## src/design/pca_pkg.sv

```systemverilog
`timescale 1ns / 1ps
`default_nettype none

package pca_pkg;

  // Port and sum widths. The sums are sized for the longest set of full-width samples.
  localparam int SAMPLE_W = 16;
  localparam int CNT_W    = 17;
  localparam int SUMX_W   = 33;
  localparam int SXY_W    = 48;
  localparam int SQ_W     = 47;
  localparam int RES_W    = 16;

  // Back end arithmetic widths.
  localparam int WIDE_W  = 64;
  localparam int PP_W    = 128;
  localparam int MUL_A_W = 160;
  localparam int MUL_B_W = 64;
  localparam int Q_W     = 15;
  localparam int R_SHIFT = 30;

  localparam int QUEUE_DEPTH = 2;

  localparam int DEF_MAX_PAIRS   = 65536;
  localparam int DEF_SAMPLE_BITS = 16;

  // One finished set of running sums, as handed from the front to the back.
  typedef struct packed {
    logic        [CNT_W-1:0]  count;
    logic signed [SUMX_W-1:0] sx;
    logic signed [SUMX_W-1:0] sy;
    logic signed [SXY_W-1:0]  sxy;
    logic        [SQ_W-1:0]   sxx;
    logic        [SQ_W-1:0]   syy;
  } sums_t;

  typedef struct packed {
    logic               start;
    logic [MUL_A_W-1:0] a;
    logic [MUL_B_W-1:0] b;
  } mul_req_t;

  typedef struct packed {
    logic               done;
    logic [MUL_A_W-1:0] prod;
  } mul_rsp_t;

endpackage

`default_nettype wire

```

## src/design/pca_front.sv

```systemverilog
`timescale 1ns / 1ps
`default_nettype none

module pca_front #(
  parameter int MAX_PAIRS   = pca_pkg::DEF_MAX_PAIRS,
  parameter int SAMPLE_BITS = pca_pkg::DEF_SAMPLE_BITS
) (
  input  wire logic                          clk_i,
  input  wire logic                          rst_ni,
  input  wire logic                          accept_i,
  input  wire logic [pca_pkg::SAMPLE_W-1:0]  sample_x_i,
  input  wire logic [pca_pkg::SAMPLE_W-1:0]  sample_y_i,
  input  wire logic                          last_pair_i,
  output pca_pkg::sums_t                     push_data_o,
  output logic                               push_o
);
  import pca_pkg::*;

  localparam int SH = SAMPLE_W - SAMPLE_BITS;

  sums_t sums_q, sums_d;
  logic [SAMPLE_W-1:0] x_sh, y_sh;
  logic signed [SAMPLE_W-1:0] xs, ys;
  logic signed [2*SAMPLE_W-1:0] pxy, pxx, pyy;

  // Keep the low SAMPLE_BITS bits and sign-extend from the top one.
  assign x_sh = sample_x_i << SH;
  assign y_sh = sample_y_i << SH;
  assign xs   = $signed(x_sh) >>> SH;
  assign ys   = $signed(y_sh) >>> SH;
  assign pxy  = xs * ys;
  assign pxx  = xs * xs;
  assign pyy  = ys * ys;

  always_comb begin
    sums_d = sums_q;
    if (accept_i && (sums_q.count < CNT_W'(MAX_PAIRS))) begin
      sums_d.count = sums_q.count + CNT_W'(1);
      sums_d.sx    = sums_q.sx + SUMX_W'(xs);
      sums_d.sy    = sums_q.sy + SUMX_W'(ys);
      sums_d.sxy   = sums_q.sxy + SXY_W'(pxy);
      sums_d.sxx   = sums_q.sxx + SQ_W'($unsigned(pxx));
      sums_d.syy   = sums_q.syy + SQ_W'($unsigned(pyy));
    end
  end

  assign push_o      = accept_i && last_pair_i;
  assign push_data_o = sums_d;

  always_ff @(posedge clk_i or negedge rst_ni) begin
    if (!rst_ni) begin
      sums_q <= '0;
    end else if (push_o) begin
      sums_q <= '0;
    end else begin
      sums_q <= sums_d;
    end
  end

endmodule

`default_nettype wire

```

## config.mk

```make
export PLATFORM = sky130hd
export DESIGN_NAME = pca_front
export DESIGN_NICKNAME = d
export VERILOG_FILES = /design/src/design/pca_pkg.sv /design/src/design/pca_front.sv
export SDC_FILE = /design/constraint.sdc
export NUM_CORES = 2
export LEC_CHECK = 0
export BUFFER_PORTS_ARGS = -buffer_cell sky130_fd_sc_hd__buf_4
export CAP_MARGIN = 40
export CORE_UTILIZATION = 55
export CTS_CLUSTER_SIZE = 10
export DETAILED_ROUTE_END_ITERATION = 6
export GPL_TIMING_DRIVEN = 0
export PLACE_DENSITY = 0.73
export SLEW_MARGIN = 25
export SYNTH_ARGS = -nofsm -noshare
export SYNTH_HDL_FRONTEND = slang
export SYNTH_SLANG_ARGS = --single-unit
```

## constraint.sdc

```tcl
create_clock -name clk_i -period 18.99 [get_ports clk_i]
set_input_delay 0.9495 -clock clk_i [delete_from_list [all_inputs] [get_ports clk_i]]
set_output_delay 0.9495 -clock clk_i [all_outputs]
set_load 0.02 [all_outputs]
```

# After elaboration in Yosys (flattened, before gate mapping)
# Cells that the tools add are included.
# word_totals
ff_bits,225
inputBits,36
out_inout_bits,226
elab_cells,20
# op_classes
n_addsub,6
mul,3
n_lt_le_gt_ge,1
muxes,2
n_reduce_logical,2
# ops
operator,count
225-bit 2-to-1 mux,2
16-bit by 16-bit multiplier with 32-bit output,3
47-bit by 32-bit adder with 47-bit output,2
33-bit by 16-bit adder with 33-bit output,2
48-bit by 32-bit adder with 48-bit output,1
"17-bit by 1-bit adder with 17-bit output, second input constant",1
"17-bit less-than comparator, second input constant",1
1-bit logical AND,2

# Depth between registers and ports, before layout
# depth
ltp_word,4
ltp_mapped,36
depth_no_buf,33

# Least setup slack after synthesis
# No wires, ideal clock.
# synth_path
path_type,input to output
from,in sample_y_i[10] (netlist name)
to,out push_data_o[44] (netlist name)
t_arrival_ns,8.712
t_required_ns,18.040
slack_ns,9.328
cell_stages,30
n_path_buf,2
cell_sequence,clkbuf_1 -> clkbuf_1 -> nand2_1 -> fa_1 -> fa_1 -> fa_1 -> inv_1 -> fa_1 -> fa_1 -> inv_1 -> fa_1 -> inv_1 -> ha_1 -> and3_1 -> a221o_1 -> a21o_1 -> a31o_2 -> a21oi_1 -> o211ai_1 -> a21oi_1 -> xnor2_1 -> ha_1 -> a21o_1 -> a21oi_1 -> o21ai_0 -> o311ai_2 -> o221ai_2 -> a311oi_2 -> or4_1 -> xnor2_1
# synth_lines
element,line_no,text
"start, declared",pca_front.sv:12,"input wire logic [pca_pkg::SAMPLE_W-1:0] sample_y_i,"
"end, declared",pca_front.sv:14,"output pca_pkg::sums_t push_data_o,"

==> impl_metrics.ini <==
[timing]
hold_viol_final = 0
rsz0062_at_grt = false
worst_pin_slew_ps = 1010
maxSlewHeadroom = 0.326
drv_slew = 0
clock_skew_ps = 15.3
clock.fmax_mhz = 84.2
final.period_utilization = 0.626
finalCriticalPeriod_ps = 11880
setup_viol = 0
tns_ps = 0

[worst_setup_path]
critPathCaptureType = output port
cpMaxStageDelayCell = clkbuf_1
worstPathArrival_ps = 10930
crit_top_cell = fa_1
crit_family = adder cells
path_class = in -> out
critPathMaxStageDelay_ps = 770
path_buf_inv = 9
startpoint_type = primary input
crit_fanout = 10
cp.required_ps = 18040

[run_status]
outcome = complete, no violations

[clocking]
cts_hold_buf = 0
clk_latency_ps = 640
root_buffer = clkbuf_16
cts_buffers = 31
numClockSinks = 225
htree_num_levels = 1
cts_setup_buffers = 0
clk_path_buf_depth = 3
cts_tree = yes
path_clk_slew_ps = 60
cts_resized = 0

[logic_synthesis]
yosysMostFrequentCell = inv_1
synth_common_cells = inv_1, fa_1, nand2_1
ys_seq_area_frac = 0.117
ys_types = 83
synth_area_um2 = 48100
synth_edf_count = 0
netlist_instances = 5500
ys_top_cells_by_area = fa_1, dfrtp_1, ha_1
async_flop_share = 1.00
syn_area_per_cell_um2 = 8.75
synthFlopType = dfrtp_1
yosysTopAreaCell = fa_1
synth_seq_cells = 225
yosys.area.top_type_share = 0.349
synth_nets = 6807
synth_warnings = 0

[finish]
fin_nets = 7135
biggestRegsByFlops = sums_q (225)
syn_to_final_growth_pct = 10.1
fin_area_um2 = 53000
drive_above_1_share = 0.0703
largest_register_ffs = 225
regMostFlops = sums_q

[global_route]
grtUsageMet2 = 0.562
gr-total-overflow = 0
busiest_layer = met2
grt_max_degree = 66
grt_pass1_vias = 41600
grt_pass1_wl_mm = 248
use_met3 = 0.0990
antenna_found_initial = 6
use_met1 = 0.493
grt_use_total = 0.372

[detailed_routing]
drc = 0
vias = 40500
totalWireLength_mm = 163
first_pass_iters = 6
drt_iter0_drc = 3495
ant_nets = 0
via_per_inst = 5.78
wl_per_cell_um = 23.2

[place]
dpl.hpwl_mm = 134
port_buffers = 261
dpl_cell_area_um2 = 51900
place_congestion = 1.01

[floorplanning]
die_h_um = 298
initial_core_util = 0.555
fp.dieArea_um2 = 88700
die_x_um = 298
fp.coreArea_um2 = 86800
fp-row-count = 108
boundaryPins = 262

[run]
cap_violations = 0

[min_path]
hold_path_class = in -> async
cell type report:
| cell class | instances | area (µm²) |
|---|---|---|
| antenna | 2 | 5.00 |
| buffer | 213 | 817 |
| clock buffer | 41 | 883 |
| clock inverter | 10 | 139 |
| fill | 7667 | 33800 |
| inverter | 1029 | 3860 |
| multi-input combinational | 4033 | 37800 |
| sequential | 225 | 5630 |
| tap | 1155 | 1450 |
| timing repair buffer | 295 | 2380 |
final timing paths:
check                               startpoint               to  slack, ps  cells past startpoint
worst min register to register      sums_q[31]       sums_q[31]        520                      2
max in group asynchronous               rst_ni      sums_q[118]      17650                      3
worst max-delay path            sample_x_i[12]  push_data_o[79]       7110                     33
worst max register to register     sums_q[103]      sums_q[131]      12540                     17
min in group clk_i                  sums_q[31]       sums_q[31]        520                      2
worst min-delay path                    rst_ni       sums_q[63]        230                      1
stage by stage:
step | util | hold WS [ps] | std cells | setup slack [ps]
after floorplan | - | 475 | 5500 | 9330
after global placement | 0.594 | 492 | 6916 | 7280
after detailed placement | 0.598 | 500 | 6942 | 7360
after CTS | 0.610 | 237 | 6993 | 7300
after global routing | 0.611 | 268 | 7002 | 6800
final | 0.611 | 227 | 7003 | 7110
metal layers:
layer,up-vias,wire [µm]
met3,465,17800
met1,20000,63800
met2,1936,70500
li1,18100,-
met4,10,10300
met5,-,69
cell usage in the layout (no fill, tap or decap), types with 45 or more instances in the layout:
master	n
inv_1	1017
fa_1	836
nand2_1	730
ha_1	433
a21oi_1	282
and2_1	273
buf_4	261
o21ai_0	234
dfrtp_1	225
nor2_1	224
clkbuf_1	192
xnor2_1	181
a21o_1	98
xor2_1	86
nand3_1	74
nor3_1	46
a31oi_1	45
logic make-up (layout without fill, tap and decap cells):
kind of cell	after synthesis	after routing	synth area share
fa+ha+maj	1271	1271	0.461
flops	225	225	0.117
xor+xnor	267	267	0.0486
mux	19	19	0.00408
simple gates	1558	1558	0.151
other cells	0	2	0
buf+inv	1242	1588	0.0969
compound gates	918	918	0.121
Power is not shown: default switching activity piles up to over one toggle a cycle in this logic, so the estimate is an artifact.
