### src/design/pca_pkg.sv
`timescale 1ns / 1ps
`default_nettype none

package pca_pkg;

  // Port and sum widths. The sums are sized for the longest set of full-width samples.
  localparam int SAMPLE_W = 16;
  localparam int CNT_W    = 17;
  localparam int SUMX_W   = 33;
  localparam int SXY_W    = 48;
  localparam int SQ_W     = 47;
  localparam int RES_W    = 16;

  // Back end arithmetic widths.
  localparam int WIDE_W  = 64;
  localparam int PP_W    = 128;
  localparam int MUL_A_W = 160;
  localparam int MUL_B_W = 64;
  localparam int Q_W     = 15;
  localparam int R_SHIFT = 30;

  localparam int QUEUE_DEPTH = 2;

  localparam int DEF_MAX_PAIRS   = 65536;
  localparam int DEF_SAMPLE_BITS = 16;

  // One finished set of running sums, as handed from the front to the back.
  typedef struct packed {
    logic        [CNT_W-1:0]  count;
    logic signed [SUMX_W-1:0] sx;
    logic signed [SUMX_W-1:0] sy;
    logic signed [SXY_W-1:0]  sxy;
    logic        [SQ_W-1:0]   sxx;
    logic        [SQ_W-1:0]   syy;
  } sums_t;

  typedef struct packed {
    logic               start;
    logic [MUL_A_W-1:0] a;
    logic [MUL_B_W-1:0] b;
  } mul_req_t;

  typedef struct packed {
    logic               done;
    logic [MUL_A_W-1:0] prod;
  } mul_rsp_t;

endpackage

`default_nettype wire

### src/design/pca_mul.sv
`timescale 1ns / 1ps
`default_nettype none

module pca_mul (
  input  wire logic      clk_i,
  input  wire logic      rst_ni,
  input  wire pca_pkg::mul_req_t req_i,
  output pca_pkg::mul_rsp_t rsp_o
);
  import pca_pkg::*;

  logic [MUL_A_W-1:0] a_q, acc_q;
  logic [MUL_B_W-1:0] b_q;
  logic               busy_q;
  logic               done;

  // Shift-add over the bits of b; stops as soon as no set bit is left.
  assign done       = busy_q && (b_q == '0);
  assign rsp_o.done = done;
  assign rsp_o.prod = acc_q;

  always_ff @(posedge clk_i or negedge rst_ni) begin
    if (!rst_ni) begin
      busy_q <= 1'b0;
    end else if (req_i.start) begin
      busy_q <= 1'b1;
    end else if (done) begin
      busy_q <= 1'b0;
    end
  end

  always_ff @(posedge clk_i) begin
    if (req_i.start) begin
      a_q   <= req_i.a;
      b_q   <= req_i.b;
      acc_q <= '0;
    end else if (busy_q && !done) begin
      if (b_q[0]) begin
        acc_q <= acc_q + a_q;
      end
      a_q <= a_q << 1;
      b_q <= b_q >> 1;
    end
  end

endmodule

`default_nettype wire

### config.mk
export PLATFORM = sky130hd
export DESIGN_NAME = pca_mul
export DESIGN_NICKNAME = d
export VERILOG_FILES = /design/src/design/pca_pkg.sv /design/src/design/pca_mul.sv
export SDC_FILE = /design/constraint.sdc
export NUM_CORES = 1
export LEC_CHECK = 0
export BUFFER_PORTS_ARGS = -buffer_cell sky130_fd_sc_hd__buf_2
export CORE_UTILIZATION = 51
export DETAILED_ROUTE_END_ITERATION = 6
export PLACE_DENSITY = 0.73
export SLEW_MARGIN = 5
export SYNTH_ARGS = -nofsm -noshare
export SYNTH_HDL_FRONTEND = slang
export SYNTH_SLANG_ARGS = --single-unit
### constraint.sdc
create_clock -name clk_i -period 4.1 [get_ports clk_i]
set_input_delay 0.615 -clock clk_i [delete_from_list [all_inputs] [get_ports clk_i]]
set_output_delay 0.615 -clock clk_i [all_outputs]
set_load 0.01 [all_outputs]
* Word level (Yosys, flattened, before mapping)
Cells that the tools add are included.
** Cells by class
- Add/subtract/negate cells :: 1
- Mux-type cells :: 6
- Reductions and logical operators :: 7
** Operators by type and width (number)
- $mux W160 :: 2
- $add A160 B160 Y160 :: 1
- $mux W64 :: 2
- $logic_not A64 Y1 :: 1
- $reduce_bool A2 Y1 :: 2
- $logic_and A1 B1 Y1 :: 2
- $mux W1 :: 2
- $reduce_and A2 Y1 :: 1
- $logic_not A1 Y1 :: 1
** Storage, ports and cells
- Register bits :: 385
- Input bits :: 227
- Output and inout bits :: 161

* Depth between registers and ports, before layout
- Depth in word-level cells :: 6
- Mapped depth :: 14

* Worst setup path after synthesis
OpenSTA, ideal clock, no wires.
- Path type :: in2reg
- Start :: input req_i[224] (netlist name)
- End :: register a_q[0], enable pin
- Arrival time :: 4.145 ns
- Required time :: 3.608 ns
- Slack :: -0.537 ns
- Stages :: 4
- Path buffers :: 3
- Cell sequence :: clkbuf_1 clkbuf_1 clkbuf_1 or2_2
** Between the ends
- Longest elaborated chain between the ends :: 1
** Ends and longest elaborated chain
- start, declared :: RTL line pca_mul.sv:7 : input wire pca_pkg::mul_req_t req_i,
- $reduce_bool A2 Y1 (no line)
- end signal, assigned :: RTL line pca_mul.sv:34 : a_q <= req_i.a;
- end signal, assigned :: RTL line pca_mul.sv:41 : a_q <= a_q << 1;
- end, declared :: RTL line pca_mul.sv:12 : logic [MUL_A_W-1:0] a_q, acc_q;
No other way between the ends.
A chain may end at the register's enable or synchronous reset.

* Final worst setup path
- Start :: register a_q[0]
- End :: register acc_q[102]
** Between the ends
- Longest elaborated chain between the ends :: 1
** Ends and longest elaborated chain
- $add A160 B160 Y160 :: RTL line pca_mul.sv:39 : acc_q <= acc_q + a_q;
- end signal, assigned :: RTL line pca_mul.sv:39
- end, declared :: RTL line pca_mul.sv:12
No other way between the ends.

==> impl_metrics.json <==
{
  "syn_nets": 3245,
  "ys.flop_type": "edfxtp_1",
  "arrival_ps": 4410,
  "die-area_mm2": 0.05159,
  "clkSlewWorstSetupHoldPaths_ps": 60,
  "place.gp.congestion": 1.002,
  "port_buffers": 387,
  "cts_buffers": 46,
  "synthArstFlopShare": 0.002597,
  "outcome": "completed",
  "whs_path_depth": 2,
  "path_max_fanout": 4,
  "cp-end-kind": "flip-flop",
  "worstHoldEndpoint": "b_q[0]",
  "power_frac_comb": 0.465,
  "setup_violations": 0,
  "avgRoutedWirePerCell_um": 21.99,
  "synth_cell_types": 90,
  "power_density_mw_per_mm2": 592.7,
  "switchingPower_mw": 7.561,
  "synth-edff-count": 224,
  "root_buffer": "clkbuf_16",
  "grt-ovfl-total": 0,
  "slew_viol_final": 0,
  "die_h_um": 227.1,
  "ff2ff_path_depth": 14,
  "cts_sinks": 385,
  "num_io_pins": 388,
  "hold_slack_ps": 300.5,
  "start_util": 0.5163,
  "worst-r2r-setup-slack_ps": 190,
  "cp-start-kind": "flip-flop",
  "final_cells": 3938,
  "sw_frac_of_total": 0.4212,
  "grt_pass1_vias": 23090,
  "required_ps": 4600,
  "area_delta_synth_final_pct": 17.15,
  "syn-instance-count": 2858,
  "clk_latency_ps": 610,
  "ir_worst_vdd_v": 0.0004311,
  "path_class": "reg2reg",
  "grt_usage": 0.3282,
  "final_util": 0.6048,
  "drive_gt1_frac": 0.2540,
  "slew_headroom": 0.2526,
  "yosysWarnings": 0,
  "hold_violations": 0,
  "core_area_mm2": 0.05007,
  "p_clk_frac": 0.231,
  "final-seq-area_mm2": 0.009955,
  "synth_seq_cells": 385,
  "grt_setup_unrepaired": "false",
  "multi_input_area_mm2": 0.01520,
  "min_from": "req_i[0]",
  "p_int_mw": 10.39,
  "dp.cells": 3844,
  "seq_power_share": 0.304,
  "viasPerCell": 6.106,
  "dpl.hpwl_um": 67450,
  "die_x_um": 227.1,
  "dr.pass1.iters": 5,
  "tightest_slew_ps": 1109,
  "power.leakage_nw": 12.67,
  "grt_pass1_wl_um": 131100,
  "drcViolationCount": 0,
  "fillCellCount": 4484,
  "final.period_utilization": 0.9527,
  "avgSynthCellArea_um2": 9.044,
  "grt_max_degree": 107,
  "vias": 24047,
  "hold_path.class": "in2reg",
  "r2r_start": "a_q[0]",
  "drt_iter0_markers": 1990,
  "antenna_found_initial": 7,
  "period_minus_slack_ps": 3906,
  "cts_max_level": 2,
  "max_freq_mhz": 256.0,
  "row_count": 82,
  "timing.rr.end": "acc_q[102]",
  "tns_ps": 0,
  "wirelength_um": 86590,
  "cap_violations": 0,
  "yosysSeqAreaShare": 0.3851,
  "cts_tree": "yes",
  "cts_buffer_depth": 3,
  "fin_skew_ps": 16.50,
  "netlist_area_mm2": 0.02585,
  "ant_nets": 0,
  "final_nets": 3611
}
-- kinds of logic after synthesis --
| family | share of synthesized area |
|---|---|
| adder cells (fa/ha/maj) | 0.07774 |
| XOR/XNOR | 0.04947 |
| AO/OA/AOI/OAI | 0.2038 |
| AND/OR/NAND/NOR | 0.1572 |
| multiplexers | 0.09792 |
| buffers and inverters | 0.02875 |
| flip-flops | 0.3851 |
-- sequential cells by signal (all words and copies together), names as in the netlist --
register / flops
a_q: 160
acc_q: 160
b_q: 64
busy_q: 1
-- synthesized netlist by cell type (16+ instances only) --
cell,count,area share
a211oi_1,20,0.0058
a21o_1,67,0.019
a21oi_1,366,0.071
a31oi_1,23,0.0056
clkbuf_1,123,0.018
dfxtp_1,160,0.12
edfxtp_1,224,0.26
ha_1,159,0.077
inv_1,37,0.0054
mux2_2,223,0.097
nand2_1,455,0.066
nand3_1,29,0.0056
nand4_1,90,0.022
nor2_1,173,0.025
nor3_1,31,0.0060
nor4_1,28,0.0068
o211ai_1,16,0.0046
o21a_1,24,0.0070
o21ai_0,180,0.035
o21ai_1,22,0.0043
o21bai_1,38,0.011
xnor2_1,83,0.028
xor2_1,63,0.021
-- final cells by class --
class / count / share of cell area
Multi-Input combinational cell: 2285 / 0.5020
Sequential cell: 385 / 0.3287
Timing Repair Buffer: 469 / 0.08677
Clock buffer: 55 / 0.04049
Tap cell: 672 / 0.02777
Clock inverter: 29 / 0.009172
Inverter: 37 / 0.004586
Antenna cell: 6 / 0.0004958
-- worst max-delay path: stages (launching register included) --
cell and delay [ps]:
edfxtp_1 390, ha_1 250, fa_1 410, a21o_1 210, a31oi_2 360, o211ai_1 170, nor2_1 160, a2bb2oi_2 340
a21oi_1 120, nor2b_1 200, o21ai_1 120, a31oi_1 380, nor2b_1 120, or3_1 320, a32o_1 250
-- cells in the final DEF (no fill, tap or decap), types with 7 or more instances in the layout --
master and count:
a22o_1 7, or3_1 10, clkinv_1 7, nor2b_1 9, inv_1 37, nand2b_1 12, o21bai_1 37, a21boi_0 12
a211oi_1 19, ha_1 159, o21a_1 24, a21oi_1 366, clkinv_2 7, buf_2 386, nand4_1 90, edfxtp_1 224
clkbuf_16 47, nor4_1 28, o21ai_1 23, a21o_1 67, xor2_1 63, o21ai_0 179, and2_1 7, buf_4 76
or2_2 9, nor3_1 31, clkinvlp_4 7, o31ai_1 14, o211ai_1 16, nand3_1 29, xnor2_1 83, nor2_1 172
nand2_1 454, mux2_2 223, a31oi_1 22, dfxtp_1 160
-- metrics by stage --
stage                     setup slack, ps  total power, mW  instance area (um^2)
final                               193.8            17.95                 30280
after CTS                           48.39            17.82                 30220
after floorplan                     590.3            10.91                 25850
after detailed placement          -0.4214            13.63                 28700
after global placement              96.10            13.58                 28700
after global routing                5.302            18.96                 30280
-- power groups by stage --
stage / combinational, mW / clock [mW] / sequential (mW)
floorplan: 5.43 / 0 / 5.48
global placement: 8.10 / 0 / 5.48
detailed placement: 8.11 / 0 / 5.51
CTS: 8.18 / 4.20 / 5.44
global route: 9.11 / 4.33 / 5.51
finish: 8.35 / 4.15 / 5.45
-- how the worst max path moves through the flow --
stage / from / endpoint / slack, ps / depth (start not counted)
4_1_cts: a_q[1] / acc_q[153] / 50 / 14
2_1_floorplan: req_i[224] / a_q[0] / 590 / 4
6_report: a_q[0] / acc_q[102] / 190 / 14
3_5_place_dp: a_q[1] / acc_q[153] / -0.4 / 14
3_3_place_gp: a_q[1] / acc_q[153] / 100 / 14
5_1_grt: a_q[66] / acc_q[147] / 5 / 15
-- layer usage --
metal  global-route usage  part of all wire  up-vias
li1                     -                 -    11320
met1               0.4401              0.42    11534
met2               0.5334              0.46     1006
met3              0.05614             0.080      181
met4               0.1132             0.034        6
met5                    0           0.00035        -
-- what timing repair did --
item,in CTS,in global routing
endpoints found under the hold margin,1,0
pin swaps,0,2
setup buffers,0,3
hold buffers,1,0
gates resized for setup,1,5
gates cloned,0,0
endpoints found under the setup margin,1,9
No activity file was read; power rests on OpenSTA's default activity.
