$ cat config.mk
export PLATFORM = sky130hd
export DESIGN_NAME = pca_queue
export DESIGN_NICKNAME = d
export VERILOG_FILES = /design/src/design/pca_pkg.sv /design/src/design/pca_queue.sv
export SDC_FILE = /design/constraint.sdc
export NUM_CORES = 1
export LEC_CHECK = 0
export BUFFER_PORTS_ARGS = -buffer_cell sky130_fd_sc_hd__buf_2
export CAP_MARGIN = 20
export CORE_MARGIN = 3
export CORE_UTILIZATION = 55
export DETAILED_ROUTE_END_ITERATION = 10
export PLACE_DENSITY = 0.85
export SLEW_MARGIN = 10
export SYNTH_ARGS = -nofsm -noshare
export SYNTH_HDL_FRONTEND = slang
export SYNTH_SLANG_ARGS = --single-unit
$ cat constraint.sdc
create_clock -name clk_i -period 31.4 [get_ports clk_i]
set_input_delay 3.14 -clock clk_i [delete_from_list [all_inputs] [get_ports clk_i]]
set_output_delay 3.14 -clock clk_i [all_outputs]
set_load 0.05 [all_outputs]
$ cat src/design/pca_pkg.sv
`timescale 1ns / 1ps
`default_nettype none

package pca_pkg;

  // Port and sum widths. The sums are sized for the longest set of full-width samples.
  localparam int SAMPLE_W = 16;
  localparam int CNT_W    = 17;
  localparam int SUMX_W   = 33;
  localparam int SXY_W    = 48;
  localparam int SQ_W     = 47;
  localparam int RES_W    = 16;

  // Back end arithmetic widths.
  localparam int WIDE_W  = 64;
  localparam int PP_W    = 128;
  localparam int MUL_A_W = 160;
  localparam int MUL_B_W = 64;
  localparam int Q_W     = 15;
  localparam int R_SHIFT = 30;

  localparam int QUEUE_DEPTH = 2;

  localparam int DEF_MAX_PAIRS   = 65536;
  localparam int DEF_SAMPLE_BITS = 16;

  // One finished set of running sums, as handed from the front to the back.
  typedef struct packed {
    logic        [CNT_W-1:0]  count;
    logic signed [SUMX_W-1:0] sx;
    logic signed [SUMX_W-1:0] sy;
    logic signed [SXY_W-1:0]  sxy;
    logic        [SQ_W-1:0]   sxx;
    logic        [SQ_W-1:0]   syy;
  } sums_t;

  typedef struct packed {
    logic               start;
    logic [MUL_A_W-1:0] a;
    logic [MUL_B_W-1:0] b;
  } mul_req_t;

  typedef struct packed {
    logic               done;
    logic [MUL_A_W-1:0] prod;
  } mul_rsp_t;

endpackage

`default_nettype wire

$ cat src/design/pca_queue.sv
`timescale 1ns / 1ps
`default_nettype none

module pca_queue (
  input  wire logic   clk_i,
  input  wire logic   rst_ni,
  input  wire logic   push_i,
  input  wire pca_pkg::sums_t push_data_i,
  input  wire logic   pop_i,
  output pca_pkg::sums_t pop_data_o,
  output logic        empty_o,
  output logic        full_o
);
  import pca_pkg::*;

  localparam int PTR_W = (QUEUE_DEPTH > 1) ? $clog2(QUEUE_DEPTH) : 1;
  localparam int CNT_QW = $clog2(QUEUE_DEPTH + 1);

  sums_t mem_q [QUEUE_DEPTH];
  logic [PTR_W-1:0]  wr_ptr_q, rd_ptr_q;
  logic [CNT_QW-1:0] count_q;

  assign empty_o    = (count_q == '0);
  assign full_o     = (count_q == CNT_QW'(QUEUE_DEPTH));
  assign pop_data_o = mem_q[rd_ptr_q];

  always_ff @(posedge clk_i) begin
    if (push_i) begin
      mem_q[wr_ptr_q] <= push_data_i;
    end
  end

  always_ff @(posedge clk_i or negedge rst_ni) begin
    if (!rst_ni) begin
      wr_ptr_q <= '0;
      rd_ptr_q <= '0;
      count_q  <= '0;
    end else begin
      if (push_i) begin
        wr_ptr_q <= (wr_ptr_q == PTR_W'(QUEUE_DEPTH - 1)) ? '0 : wr_ptr_q + PTR_W'(1);
      end
      if (pop_i) begin
        rd_ptr_q <= (rd_ptr_q == PTR_W'(QUEUE_DEPTH - 1)) ? '0 : rd_ptr_q + PTR_W'(1);
      end
      if (push_i && !pop_i) begin
        count_q <= count_q + CNT_QW'(1);
      end else if (pop_i && !push_i) begin
        count_q <= count_q - CNT_QW'(1);
      end
    end
  end

endmodule

`default_nettype wire

Word level (Yosys, flattened, before mapping)
Memory sizes are Yosys's and may differ from the RTL's.
Index checks and enable logic that the tools add are counted.
{ "totals": {"input_bits": 229, "word_cells": 21, "ramBits": 450, "latchBits": 0, "romBits": 0, "output_inout_bits": 227, "mem_count": 1, "register_bits": 4} }
{ "classes": {"mul": 0, "bitwise_logic": 0, "addsub": 4, "muxes": 6, "div_mod_pow": 0, "n_shift": 0, "eq_ne": 1, "order_cmp": 0, "reduce_logical": 6} }
{ "mem_list": {"columns": ["name", "words", "width", "rd", "rd_ports_with_merged_regs", "write_ports", "line_no", "rtl"], "rows": [
  ["mem_q", 2, 225, 1, 0, 1, "pca_queue.sv:19", "sums_t mem_q [QUEUE_DEPTH];"]
]} }
{ "ops": {"columns": ["op", "count"], "rows": [
  ["1-bit 2-to-1 mux", 4],
  ["2-bit 2-to-1 mux", 2],
  ["1-bit adder (second input constant)", 2],
  ["2-bit by 1-bit adder with 2-bit output (second input constant)", 1],
  ["2-bit == test (second input constant)", 1],
  ["1-bit logical AND", 2],
  ["1-bit logical NOT", 2],
  ["2-bit logical NOT", 1],
  ["2-bit nonzero test", 1],
  ["2-bit by 1-bit subtractor with 2-bit output (second input constant)", 1]
]} }

Logic depth before layout (Yosys ltp)
{ "logic_depth": {"ltp_word": 4, "mapped_depth": 5, "mapped_depth_nobuf": 5} }

Least setup slack after synthesis
Ideal clock, no wire load.
{ "synth_timing": {"kind": "input-to-reg", "startpoint": "input push_i", "endpoint": "memory mem_q[0][0] (netlist name), enable pin", "path_buffers": 0, "setup_time_ps": 841, "stages": 1, "t_required_ps": 30559, "t_arrival_ps": 12831, "slack_ps": 17727, "cell_sequence": "nor2b_1"} }
{ "synth_between": {"elab_chain_cells": 2} }
{ "synth_rtl": {"columns": ["item", "line_no", "rtl"], "rows": [
  ["start, declared", "pca_queue.sv:7", "input wire logic push_i,"],
  ["1-bit 2-to-1 mux", "pca_queue.sv:28", "if (push_i) begin"],
  ["1-bit 2-to-1 mux (not written as such)", "pca_queue.sv:29", "mem_q[wr_ptr_q] <= push_data_i;"],
  ["end, declared", "pca_queue.sv:19", null]
]} }
No other way between the ends.

==> results.txt <==
The count of yosys warnings during synthesis came out at 0. The clock root buffer is clkbuf_16. The relative area change from synthesis to final layout is 23.5%.

The worst setup path is captured at an output port. The via count of the routed design came out at between 8,000 and 9,000. The fraction of the core area covered by cells at the end of the flow came out at 69.8%. 456 I/O pins were placed. The share of power burned in the clock network came out at between 20% and 30%.

The startpoint identified for the worst register-to-register timing path is wr_ptr_q. Setup repair after global routing left no endpoint under its margin. The total area inside the core boundary comes to ~30,000 um2. The net total in the final layout is around 1,400. The initial cell density of the core is 56.6%.

The share of total power consumed by net switching is approximately 40%. Global routing used between 20% and 30% of the available met1 tracks. The die extent in y is about 180 um. The share of the yosys chip area belonging to registers came out at between 80% and 90%. The total routed wirelength is around 36 mm. The final hold violation count is 0.

In this run the worst hold path is classified as flip-flop to flip-flop. The final critical-path share of the clock period came out at 22.5%. The worst setup path endpoint is pop_data_o[136]. The total area of multi-input combinational cells is 3150 um2. Global routing used under 10% of the available met3 tracks. The power density over cell area came out at 109 nW/um2. The placer congestion estimate is between 0.8 and 0.9. Dividing the detail-routed via count by the number of cells gives between 5 and 6. The post-route antenna net violation count is 0. STA classifies the critical path startpoint as a flip-flop.

In this run the number of H-tree levels came out at 2. The clock net in this run drives a total of 454 sinks. Clock-pin slew was measured on the worst setup and hold paths at approximately 0.060 ns. After global routing, the most crowded layer is met2. The combinational group share of total power came out at between 40% and 50%.

The aggregate negative setup slack came out at 0 ns. The internal power is 1370 uW. The sum of overflow across all layers after global routing came out at 0. After synthesis the netlist holds a flip-flop and latch count of roughly 450. The top fanout value on the critical path is 64. The CTS tree is done. The setup check on the worst reg-to-reg path leaves a slack of 28.43 ns. The critical path in this run is classified as flip-flop to output port. The maximum resistive drop on vdd is ~97 uV. The initial antenna violation count is 18.

In this run the critical register-to-register path is captured at mem_q[0][140]. The post-CTS setup repair buffer count is 0. Measured against its own limit, the worst slew margin works out to between 20% and 30%. The fraction of final layout cells with drive strength greater than 1 is between 60% and 70%. The largest net degree at the start of global routing came out at 81. After layout, the minimum clock period comes to 7.06 ns.

The depth of the worst register-to-register path is 3. After detailed routing, the average wire length per cell comes to 21.8 um. The clock insertion delay at the later pin of the skew report came out at 0.52 ns.

Setup violations remaining at the end of the flow were counted as 0. The floorplan step set the die width to between 150 and 200 um. The via count of the first global-routing pass came out at approximately 9,000.

In this run the worst setup path begins at rd_ptr_q. In this run, flip-flops and latches consume a little under two fifths of the power. The max-slew violation count is 0. Across the routed clock network, the largest skew measured is between 0.008 and 0.009 ns. The placement-stage worst setup slack came out at between 20 and 25 ns. The achievable clock frequency is around 140 MHz. The worst endpoint data arrival time is slightly below 4 ns. Counting instances, the worst hold path has a depth of 1. The synthesized net count came out at 946. Each instance of the synthesized netlist takes up on average around 24 um2.

The data required time at the worst endpoint is about 28 ns. During placement, the flow inserted port buffers numbering between 400 and 500. The actual transition at the worst max-transition pin is 1.07 ns. After detailed routing, the number of remaining DRC violations is 0. The post-cts resize count came out at 0. The worst path meets setup with about 24 ns of slack. The iteration-0 DRC count of the detailed router is 584. The max-capacitance violation count came out at 0. The number of core rows came out at 63. The flow ran to the end, and the final reports show no timing, DRC or antenna violations. On the final layout, the worst hold slack is a little under 0.5 ns. The cell area that synthesis handed to floorplanning was between 15,000 and 20,000 um2. The detailed-routing iteration count for the pre-antenna-repair pass is 4. Global routing used between 20% and 30% of the available tracks across all layers. The switching power of the nets is 913 uW. The worst-case clock buffer depth is 3.

For this design the static power due to leakage is roughly 0.0083 uW. The filler cell count is ~1,800. The HPWL reported at the end of detailed placement is around 24 mm. The number of instances in the synthesized netlist came out at just over 700. The global-route wire length before repair came out at 52.5 mm. The clock buffer count from CTS came out at 44. The sequential cell area in the final layout is about 14,000 um2. The number of distinct standard cells referenced by the synthesized netlist is 13. The hold buffer count at CTS came out at 0.

Global routing consumed, on the met2 layer, a little under two fifths of the routing resources. The floorplan step defined a die boundary enclosing 33,000 um2.
## flip-flops by register name, indices dropped and copies added (netlist names)
| register | cells |
|---|---|
| wr_ptr_q | 1 |
| count_q | 2 |
| rd_ptr_q | 1 |
| mem_q | 450 |
## routing by layer
metal | wire length, um | share of wire (%)
met5 | 60 | 0.17
met4 | 1010 | 2.8
met3 | 3120 | 8.8
met1 | 12600 | 35
met2 | 18800 | 53
## power by group through the flow
stage               sequential (uW)  clock (uW)  combinational (uW)
floorplan                       875           0                 793
global placement                859           0                 941
detailed placement              866           0                 948
CTS                             856         499                 953
global route                    865         525                 979
finish                          854         489                 945
## cells by family (layout without fill, tap and decap cells)
logic type,count (synthesis),count (layout),synth area share [%]
DFF,454,454,80.1
buffers and inverters,26,543,1.38
xor gates and xnor gates,5,5,0.258
adders and majority gates,1,1,0.0736
other,0,14,0
and+or+nand+nor,5,5,0.155
muxes,225,225,18.0
## cell usage after synthesis
cell type,number,area (um2)
dfrtp_1,4,100
buf_6,17,191
nor2_1,2,7.51
xnor2_1,1,8.76
nor2b_1,2,12.5
buf_2,8,40.0
ha_1,1,12.5
and2_1,1,6.26
edfxtp_1,450,13500
inv_1,1,3.75
xor2_1,4,35.0
mux2_2,85,957
mux2_4,140,2100
## cells in the final DEF, fill, tap and decap left out, types with 3 or more instances in the layout
cell type,synthesis,layout
clkinv_1,0,13
mux2_4,140,140
xor2_1,4,4
clkbuf_1,0,11
edfxtp_1,450,450
diode_2,0,14
clkbuf_16,0,45
clkinv_2,0,6
dfrtp_1,4,3
buf_2,8,455
buf_4,0,8
bufinv_16,0,3
mux2_2,85,85
## how the worst min path moves through the flow
stage	from	endpoint	slack, ns
2_1_floorplan	wr_ptr_q	wr_ptr_q	0.46
3_3_place_gp	count_q[1]	count_q[1]	0.47
3_5_place_dp	count_q[1]	count_q[1]	0.48
4_1_cts	count_q[1]	count_q[1]	0.49
5_1_grt	count_q[1]	count_q[1]	0.52
6_report	count_q[1]	count_q[1]	0.50
## final cells by class
cell class,instances,share of cell area (%)
antenna,14,0.167
tap,390,2.33
timing repair buffer,463,11.1
multi-input combinational,236,15.0
inverter,1,0.0179
clock buffer,56,5.56
sequential,454,64.9
clock inverter,23,0.847
## worst max-delay path, cell delays in order (launching register included)
cell and delay [ns]:
dfrtp_4 1.01, buf_4 0.84, buf_4 0.83, mux2_4 0.36, buf_2 0.21
## stage by stage
| stage | area (um2) | std cells | power (uW) |
|---|---|---|---|
| after CTS | 20900 | 1623 | 2310 |
| after detailed placement | 19600 | 1544 | 1810 |
| after global routing | 21000 | 1636 | 2370 |
| after global placement | 19600 | 1544 | 1800 |
| final | 21000 | 1637 | 2290 |
| after floorplan | 17000 | 716 | 1670 |
(Power assumes the default switching activity.)
