===== src/design/pca_pkg.sv =====
`timescale 1ns / 1ps
`default_nettype none

package pca_pkg;

  // Port and sum widths. The sums are sized for the longest set of full-width samples.
  localparam int SAMPLE_W = 16;
  localparam int CNT_W    = 17;
  localparam int SUMX_W   = 33;
  localparam int SXY_W    = 48;
  localparam int SQ_W     = 47;
  localparam int RES_W    = 16;

  // Back end arithmetic widths.
  localparam int WIDE_W  = 64;
  localparam int PP_W    = 128;
  localparam int MUL_A_W = 160;
  localparam int MUL_B_W = 64;
  localparam int Q_W     = 15;
  localparam int R_SHIFT = 30;

  localparam int QUEUE_DEPTH = 2;

  localparam int DEF_MAX_PAIRS   = 65536;
  localparam int DEF_SAMPLE_BITS = 16;

  // One finished set of running sums, as handed from the front to the back.
  typedef struct packed {
    logic        [CNT_W-1:0]  count;
    logic signed [SUMX_W-1:0] sx;
    logic signed [SUMX_W-1:0] sy;
    logic signed [SXY_W-1:0]  sxy;
    logic        [SQ_W-1:0]   sxx;
    logic        [SQ_W-1:0]   syy;
  } sums_t;

  typedef struct packed {
    logic               start;
    logic [MUL_A_W-1:0] a;
    logic [MUL_B_W-1:0] b;
  } mul_req_t;

  typedef struct packed {
    logic               done;
    logic [MUL_A_W-1:0] prod;
  } mul_rsp_t;

endpackage

`default_nettype wire


===== src/design/pca_back.sv =====
`timescale 1ns / 1ps
`default_nettype none

module pca_back (
  input  wire logic                       clk_i,
  input  wire logic                       rst_ni,
  input  wire pca_pkg::sums_t             pop_data_i,
  input  wire logic                       empty_i,
  output logic                            pop_o,
  output pca_pkg::mul_req_t               mul_req_o,
  input  wire pca_pkg::mul_rsp_t          mul_rsp_i,
  output logic                            result_valid_o,
  output logic [pca_pkg::RES_W-1:0]       correlation_o,
  output logic                            undefined_o
);
  import pca_pkg::*;

  typedef enum logic [4:0] {
    ST_IDLE  = 5'b00001,
    ST_ISSUE = 5'b00010,
    ST_WAIT  = 5'b00100,
    ST_CHECK = 5'b01000,
    ST_EMIT  = 5'b10000
  } state_e;

  typedef enum logic [3:0] {
    OP_NSXX, OP_SXSX, OP_NSYY, OP_SYSY, OP_NSXY, OP_SXSY, OP_VXVY, OP_MAGSQ, OP_TRIAL
  } op_e;

  localparam int BIT_W = $clog2(Q_W);

  state_e state_q, state_d;
  op_e    op_q, op_d;
  sums_t  snap_q, snap_d;
  logic [WIDE_W-1:0]  tmp_q, tmp_d, vx_q, vx_d, vy_q, vy_d, num_q, num_d;
  logic [PP_W-1:0]    pp_q, pp_d;
  logic [MUL_A_W-1:0] rr_q, rr_d;
  logic [Q_W-1:0]     q_q, q_d, cand;
  logic [2*Q_W-1:0]   csq;
  logic [BIT_W-1:0]   bit_q, bit_d;
  logic [RES_W-1:0]   corr_q, corr_d;
  logic               undef_q, undef_d;
  logic [WIDE_W-1:0]  n64, sx64, sy64, sxy64, low;

  assign n64   = WIDE_W'(snap_q.count);
  assign sx64  = WIDE_W'(snap_q.sx);
  assign sy64  = WIDE_W'(snap_q.sy);
  assign sxy64 = WIDE_W'(snap_q.sxy);
  assign low   = mul_rsp_i.prod[WIDE_W-1:0];
  assign cand  = q_q | (Q_W'(1) << bit_q);
  assign csq   = cand * cand;

  always_comb begin
    state_d = state_q;
    op_d    = op_q;
    snap_d  = snap_q;
    tmp_d   = tmp_q;
    vx_d    = vx_q;
    vy_d    = vy_q;
    num_d   = num_q;
    pp_d    = pp_q;
    rr_d    = rr_q;
    q_d     = q_q;
    bit_d   = bit_q;
    corr_d  = corr_q;
    undef_d = undef_q;
    pop_o   = 1'b0;
    mul_req_o = '0;

    case (state_q)
      ST_IDLE: begin
        if (!empty_i) begin
          pop_o   = 1'b1;
          snap_d  = pop_data_i;
          op_d    = OP_NSXX;
          state_d = ST_ISSUE;
        end
      end
      ST_ISSUE: begin
        mul_req_o.start = 1'b1;
        case (op_q)
          OP_NSXX:  begin mul_req_o.a = MUL_A_W'(n64);  mul_req_o.b = MUL_B_W'(snap_q.sxx); end
          OP_SXSX:  begin mul_req_o.a = MUL_A_W'(sx64); mul_req_o.b = sx64;  end
          OP_NSYY:  begin mul_req_o.a = MUL_A_W'(n64);  mul_req_o.b = MUL_B_W'(snap_q.syy); end
          OP_SYSY:  begin mul_req_o.a = MUL_A_W'(sy64); mul_req_o.b = sy64;  end
          OP_NSXY:  begin mul_req_o.a = MUL_A_W'(n64);  mul_req_o.b = sxy64; end
          OP_SXSY:  begin mul_req_o.a = MUL_A_W'(sx64); mul_req_o.b = sy64;  end
          OP_VXVY:  begin mul_req_o.a = MUL_A_W'(vx_q); mul_req_o.b = vy_q;  end
          OP_MAGSQ: begin mul_req_o.a = MUL_A_W'(tmp_q); mul_req_o.b = tmp_q; end
          OP_TRIAL: begin mul_req_o.a = MUL_A_W'(pp_q); mul_req_o.b = MUL_B_W'(csq); end
          default:  begin mul_req_o.a = '0; mul_req_o.b = '0; end
        endcase
        state_d = ST_WAIT;
      end
      ST_WAIT: begin
        if (mul_rsp_i.done) begin
          state_d = ST_ISSUE;
          case (op_q)
            OP_NSXX:  begin tmp_d = low; op_d = OP_SXSX; end
            OP_SXSX:  begin vx_d = tmp_q - low; op_d = OP_NSYY; end
            OP_NSYY:  begin tmp_d = low; op_d = OP_SYSY; end
            OP_SYSY:  begin vy_d = tmp_q - low; op_d = OP_NSXY; end
            OP_NSXY:  begin tmp_d = low; op_d = OP_SXSY; end
            OP_SXSY:  begin num_d = tmp_q - low; state_d = ST_CHECK; end
            OP_VXVY:  begin pp_d = mul_rsp_i.prod[PP_W-1:0]; op_d = OP_MAGSQ; end
            OP_MAGSQ: begin
              rr_d  = mul_rsp_i.prod << R_SHIFT;
              q_d   = '0;
              bit_d = BIT_W'(Q_W - 1);
              op_d  = OP_TRIAL;
            end
            OP_TRIAL: begin
              if (mul_rsp_i.prod <= rr_q) begin
                q_d = cand;
              end
              if (bit_q == '0) begin
                state_d = ST_EMIT;
                corr_d  = num_q[WIDE_W-1]
                          ? RES_W'(0) - {1'b0, ((mul_rsp_i.prod <= rr_q) ? cand : q_q)}
                          : {1'b0, ((mul_rsp_i.prod <= rr_q) ? cand : q_q)};
                undef_d = 1'b0;
              end else begin
                bit_d = bit_q - BIT_W'(1);
              end
            end
            default: state_d = ST_IDLE;
          endcase
        end
      end
      ST_CHECK: begin
        if ((snap_q.count < CNT_W'(2)) || (vx_q == '0) || (vy_q == '0)) begin
          corr_d  = '0;
          undef_d = 1'b1;
          state_d = ST_EMIT;
        end else begin
          // Magnitude of the numerator; the sign is applied at the end.
          tmp_d   = num_q[WIDE_W-1] ? WIDE_W'(0) - num_q : num_q;
          op_d    = OP_VXVY;
          state_d = ST_ISSUE;
        end
      end
      ST_EMIT: begin
        state_d = ST_IDLE;
      end
      default: state_d = ST_IDLE;
    endcase
  end

  assign result_valid_o = (state_q == ST_EMIT);
  assign correlation_o  = corr_q;
  assign undefined_o    = undef_q;

  always_ff @(posedge clk_i or negedge rst_ni) begin
    if (!rst_ni) begin
      state_q <= ST_IDLE;
      op_q    <= OP_NSXX;
      bit_q   <= '0;
    end else begin
      state_q <= state_d;
      op_q    <= op_d;
      bit_q   <= bit_d;
    end
  end

  always_ff @(posedge clk_i) begin
    snap_q  <= snap_d;
    tmp_q   <= tmp_d;
    vx_q    <= vx_d;
    vy_q    <= vy_d;
    num_q   <= num_d;
    pp_q    <= pp_d;
    rr_q    <= rr_d;
    q_q     <= q_d;
    corr_q  <= corr_d;
    undef_q <= undef_d;
  end

endmodule

`default_nettype wire


===== config.mk =====
export PLATFORM = sky130hd
export DESIGN_NAME = pca_back
export DESIGN_NICKNAME = d
export VERILOG_FILES = /design/src/design/pca_pkg.sv /design/src/design/pca_back.sv
export SDC_FILE = /design/constraint.sdc
export NUM_CORES = 2
export LEC_CHECK = 0
export BUFFER_PORTS_ARGS = -buffer_cell sky130_fd_sc_hd__buf_4
export CAP_MARGIN = 20
export CORE_MARGIN = 2
export CORE_UTILIZATION = 45
export CTS_CLUSTER_DIAMETER = 60
export CTS_CLUSTER_SIZE = 40
export DETAILED_ROUTE_END_ITERATION = 7
export PLACE_DENSITY = 0.71
export SLEW_MARGIN = 10
export SYNTH_ARGS = -nofsm -noshare
export SYNTH_HDL_FRONTEND = slang
export SYNTH_SLANG_ARGS = --single-unit

===== constraint.sdc =====
create_clock -name clk_i -period 11.8 [get_ports clk_i]
set_input_delay 0.59 -clock clk_i [delete_from_list [all_inputs] [get_ports clk_i]]
set_output_delay 0.59 -clock clk_i [all_outputs]
set_load 0.03 [all_outputs]

-- Word level (Yosys, flattened, before mapping)
Cells that the tools add are included.
- output and inout bits: 244
- input bits: 389
- bits in registers: 784
- word-level logic and storage cells: 108
- multiply operators: 1
- $lt $le $gt $ge: 2
- muxes and demuxes: 35
- shift-type cells: 1
- reduce and logical (&&, ||, !) cells: 23
- $add $sub $neg: 4
- bitwise operators: 2
- eq/ne operators: 22
- operators by type and width (cell ; count):
    192-bit case mux with 9 select lines ; 1
    64-bit two-way mux ; 4
    225-bit two-way mux ; 1
    160-bit <= comparator ; 1
    64-bit logical NOT ; 2
    64-bit case mux with 2 select lines ; 1
    16-bit two-way mux ; 5
    1-bit by 64-bit subtractor with 64-bit output, first input constant ; 1
    64-bit subtractor ; 1
    16-bit case mux with 2 select lines ; 1
    15-bit by 15-bit multiplier with 30-bit output ; 1
    15-bit case mux with 2 select lines ; 1
    4-bit case mux with 7 select lines ; 1
    5-bit two-way mux ; 4
    5-bit case mux with 4 select lines ; 1
    3-bit AND reduction ; 6
    17-bit by 2-bit less-than comparator with 1-bit output, second input constant ; 1
    4-bit by 3-bit equality test with 1-bit output, second input constant ; 4
    4-bit two-way mux ; 4
    2-bit inequality test, second input constant ; 8
    1-bit by 15-bit subtractor with 16-bit output, first input constant ; 1
    15-bit two-way mux ; 1
    15-bit bitwise OR ; 1
    5-bit case mux with 3 select lines ; 1
    25 further kinds ; 37

-- Depth between registers and ports, before layout
- depth in word-level cells: 9
- depth in mapped cells: 30
- mapped depth without buffers: 29

-- Worst setup path before layout
Ideal clock, no wire load.
- path type: reg2reg
- from: register state_q[3]
- to: register snap_q, in the netlist n64[0], enable pin
- data required time: 10.936 ns
- period minus slack after synthesis: 11.845 ns
- path slack: -0.045 ns
- buffers on the path: 0
- data arrival time: 10.981 ns
- stages on the path, launching flop included: 4
- setup time: 0.864 ns
- path through: dfrtp_1 > nor2_1 > and3_1 > nor2b_1
- longest elaborated chain between the ends: 2
- RTL lines (element ; RTL line ; RTL):
    start: declaration ; pca_back.sv:32 ; state_e state_q, state_d;
    start signal: assignment ; pca_back.sv:159 ; state_q <= state_d;
    5-bit by 1-bit equality test with 1-bit output ; pca_back.sv:70 ; case (state_q)
    2-bit AND reduction (no source line) ; - ;
    end signal: assignment ; pca_back.sv:166 ; snap_q <= snap_d;
    end: declaration ; pca_back.sv:34 ; sums_t snap_q, snap_d;
No other way between the ends.
A chain may end at the register's enable or synchronous reset.

==> flow_summary_export.csv <==
group,metric,value,unit
synthesis,ys_types,77,
clock_tree,cts.htree.levels,3,
critical_path,crit_path_max_incr_delay,0.76,ns
final_layout,nFillCells,8197,
critical_path,slowest_stage,"a21oi_1",
sta,drv_slew,0,
min_path,hold_start,"pop_data_i[138]",
global_routing,grt_pass1_vias,32100,
synthesis,synthSimpleGateAreaFrac,8.99,%
synthesis,synth-adder-area-share,14.5,%
critical_path,start_kind,"flop",
final_layout,final_area,0.0523,mm2
synthesis,yosysSeqAreaShare,53.6,%
detailed_routing,first_pass_iters,8,
synthesis,synth_compound_area_share,14.1,%
status,violations,"design-rule violations",
global_routing,grt_max_degree,82,
die,dieArea,0.0999,mm2
sta,hold_ws,0.0811,ns
synthesis,ys_ff_latch,784,
synthesis,synth_edf_count,771,
synthesis,synth_top_family_by_area,"adder cells",
detailed_routing,remaining_drc_errors,2,
synthesis,yosysWarnings,0,
critical_path,rr_worst_depth,14,
status,status,"finished, violations left",
sta,max_freq,0.0962,GHz
die,die_w,316,um
pwr,ir_drop,0.143,mV
pwr,total_leakage_power,21.7,nW
clock_tree,clock-root-buffer,"clkbuf_16",
clock_tree,clkLatencyLatePin,0.68,ns
clock_tree,cts_tree,"yes",
clock_tree,cts_made_buffers,67,
critical_path,critical_path.max_fanout,9,
clock_tree,cts_max_path_buffers,3,
critical_path,r2r_end,"correlation_o[14]",
synthesis,netlist_top_cells_count,"edfxtp_1 (771), inv_1 (427), ha_1 (288)",
die,boundaryPins,633,
detailed_routing,via_count,33300,
final_layout,multi_input_area,0.0182,mm2
critical_path,crit_path_start,"bit_q[0]",
sta,min_period,10.39,ns
sta,setup_viol,0,
synthesis,syn_avg_cell_area,11.9,um2
detailed_routing,drt.antenna.violating_nets,0,
synthesis,synth_most_common_cell,"edfxtp_1",
synthesis,synth_area_leaders,"edfxtp_1 (53%), ha_1 (8.2%), fa_1 (6.3%)",
sta,slew-limit-headroom,17.9,%
global_routing,grt_pass1_wl,212000,um
placed_design,port_buffers,600,
placed_design,place_congestion,0.952,
critical_path,rrSetupSlack,6.59,ns
detailed_routing,avgViaCountPerCell,5.94,
die,fp-row-count,114,
final_layout,final_nets,5077,
critical_path,required,11.21,ns
critical_path,worstSetupPathType,"reg2out",
sta,hold_viol,0,
sta,clock_skew,0.0622,ns
synthesis,synth_ff_type,"edfxtp_1",
sta,finalSetupTns,0,ns
synthesis,syn_area,0.0438,mm2
placed_design,place_hpwl,113000,um
final_layout,regArea,0.0235,mm2
sta,worst_pin_slew,1.23,ns
global_routing,track_usage,29.0,%
critical_path,rr_startpoint,"rr_q[90]",
detailed_routing,drt-initial-drc-count,4201,
min_path,hp-class,"in2reg",
min_path,min_path_cells,1,
die,start_util,45.4,%
critical_path,worst_setup_path_end_kind,"output port",
sta,fin_crit_sh,88.1,%
final_layout,syn_to_final_growth,19.3,%
detailed_routing,wire_per_inst,26.3,um
sta,rsz0062_at_grt,"no",
synthesis,synth_xor_xnor_area_share,3.06,%
placed_design,placed_cell_area,0.0497,mm2
min_path,hold_path_end,"snap_q[138]",
critical_path,cp.arrival,9.80,ns
pwr,power.density,140,mW/mm2
synthesis,synth_mux_area_share,0.283,%
clock_tree,cts.clk_slew.worst_paths,0.11,ns
die,core_area,0.0966,mm2
detailed_routing,routed_wirelength,147000,um
clock_tree,cts_sinks,784,
global_routing,grt_overflow,0,
pwr,power,7.33,mW
synthesis,synthDominantCellAreaShare,52.8,%
global_routing,grt_antenna_before_repair,17,
final_layout,drive_gt1_share,18.9,%
synthesis,async_flop_share,1.66,%
die,die_y,316,um
flow_run,drv_cap,0,
synthesis,synth_cells,3693,
synthesis,yosysTopAreaCell,"edfxtp_1",
[sequential cells by signal (all words and copies together), names as in the netlist]
name	cells
rr_q	130
correlation_o	16
tmp_q	64
bit_q	4
undefined_o	1
n64	17
num_q	64
q_q	15
vx_q	64
vy_q	64
snap_q	208
op_q	4
pp_q	128
state_q	5
[cells in the final DEF (no fill, tap or decap), drive strengths merged, types with 49 or more instances in the layout]
cell type / synthesis / routed
a21o: 72 / 72
a21oi: 232 / 232
a222oi: 143 / 143
a22oi: 61 / 61
a31oi: 60 / 60
and2: 78 / 78
buf: 40 / 646
clkbuf: 138 / 70
edfxtp: 771 / 771
fa: 138 / 138
ha: 288 / 288
inv: 428 / 454
nand2: 267 / 267
nand3: 49 / 49
nand4: 56 / 56
nor2: 168 / 168
nor4: 56 / 56
o21ai: 151 / 151
xnor2: 63 / 63
xor2: 90 / 90
[metrics by stage]
step,instances,utilization (%),setup WS (ns)
global route,5594,54.1,0.823
finish,5596,54.1,1.41
floorplan,3724,-,0.696
CTS,5590,54.1,1.46
global placement,5465,51.5,2.34
detailed placement,5466,51.5,2.22
[worst max-delay path: cells and delay by family (launching register included)]
kind                       cells  cell delay [ns]
and+or+nand+nor                2             0.37
adders and majority gates      8             3.72
DFF                            1             0.43
AOI/OAI and AO/OA              9             3.02
xor gates and xnor gates       1             0.46
buffers and inverters          8             1.18
[cell families after synthesis]
family,Yosys count
AND/OR/NAND/NOR,812
flip-flops,784
multiplexers,12
adder cells (fa/ha/maj),426
AO/OA/AOI/OAI,893
XOR/XNOR,153
buffers and inverters,612
other,1
[what timing repair did]
action,4_1_cts,5_1_grt
setup buffers,0,0
gates resized for setup,0,0
hold buffers,1,0
endpoints found under the hold margin,12,0
[power breakdown]
| part | internal [mW] | switching [mW] | leakage (nW) | total [mW] |
|---|---|---|---|---|
| clock network | 1.21 | 1.26 | 1.19 | 2.47 |
| logic | 0.445 | 0.969 | 13.3 | 1.41 |
| registers | 3.33 | 0.113 | 7.22 | 3.45 |
| total | 4.99 | 2.34 | 21.7 | 7.33 |
[area by class of cell]
class	instances	area share [%]
clock inverters	53	1.52
diodes	4	0.0191
repair buffers	647	9.32
clock buffers	70	3.27
flip-flops and latches	784	44.9
multi-input cells	2328	34.8
well taps	1276	3.05
inverters	434	3.12
[layer usage]
metal | vias up | share of wire, % | global-route usage, %
li1 | 14800 | - | -
met1 | 16200 | 38 | 38.2
met2 | 1922 | 46 | 45.9
met3 | 316 | 11 | 6.82
met4 | 14 | 4.8 | 12.6
met5 | - | 0.062 | 0
[worst max-delay path by stage]
stage	end	slack [ns]	cells after the start
after CTS	mul_req_o[25]	1.46	28
after detailed placement	mul_req_o[25]	2.22	28
after global placement	mul_req_o[25]	2.34	28
after global routing	mul_req_o[25]	0.82	28
final	mul_req_o[25]	1.41	28
after floorplan	pp_q[0]	0.70	5
No activity file was read; power rests on OpenSTA's default activity.
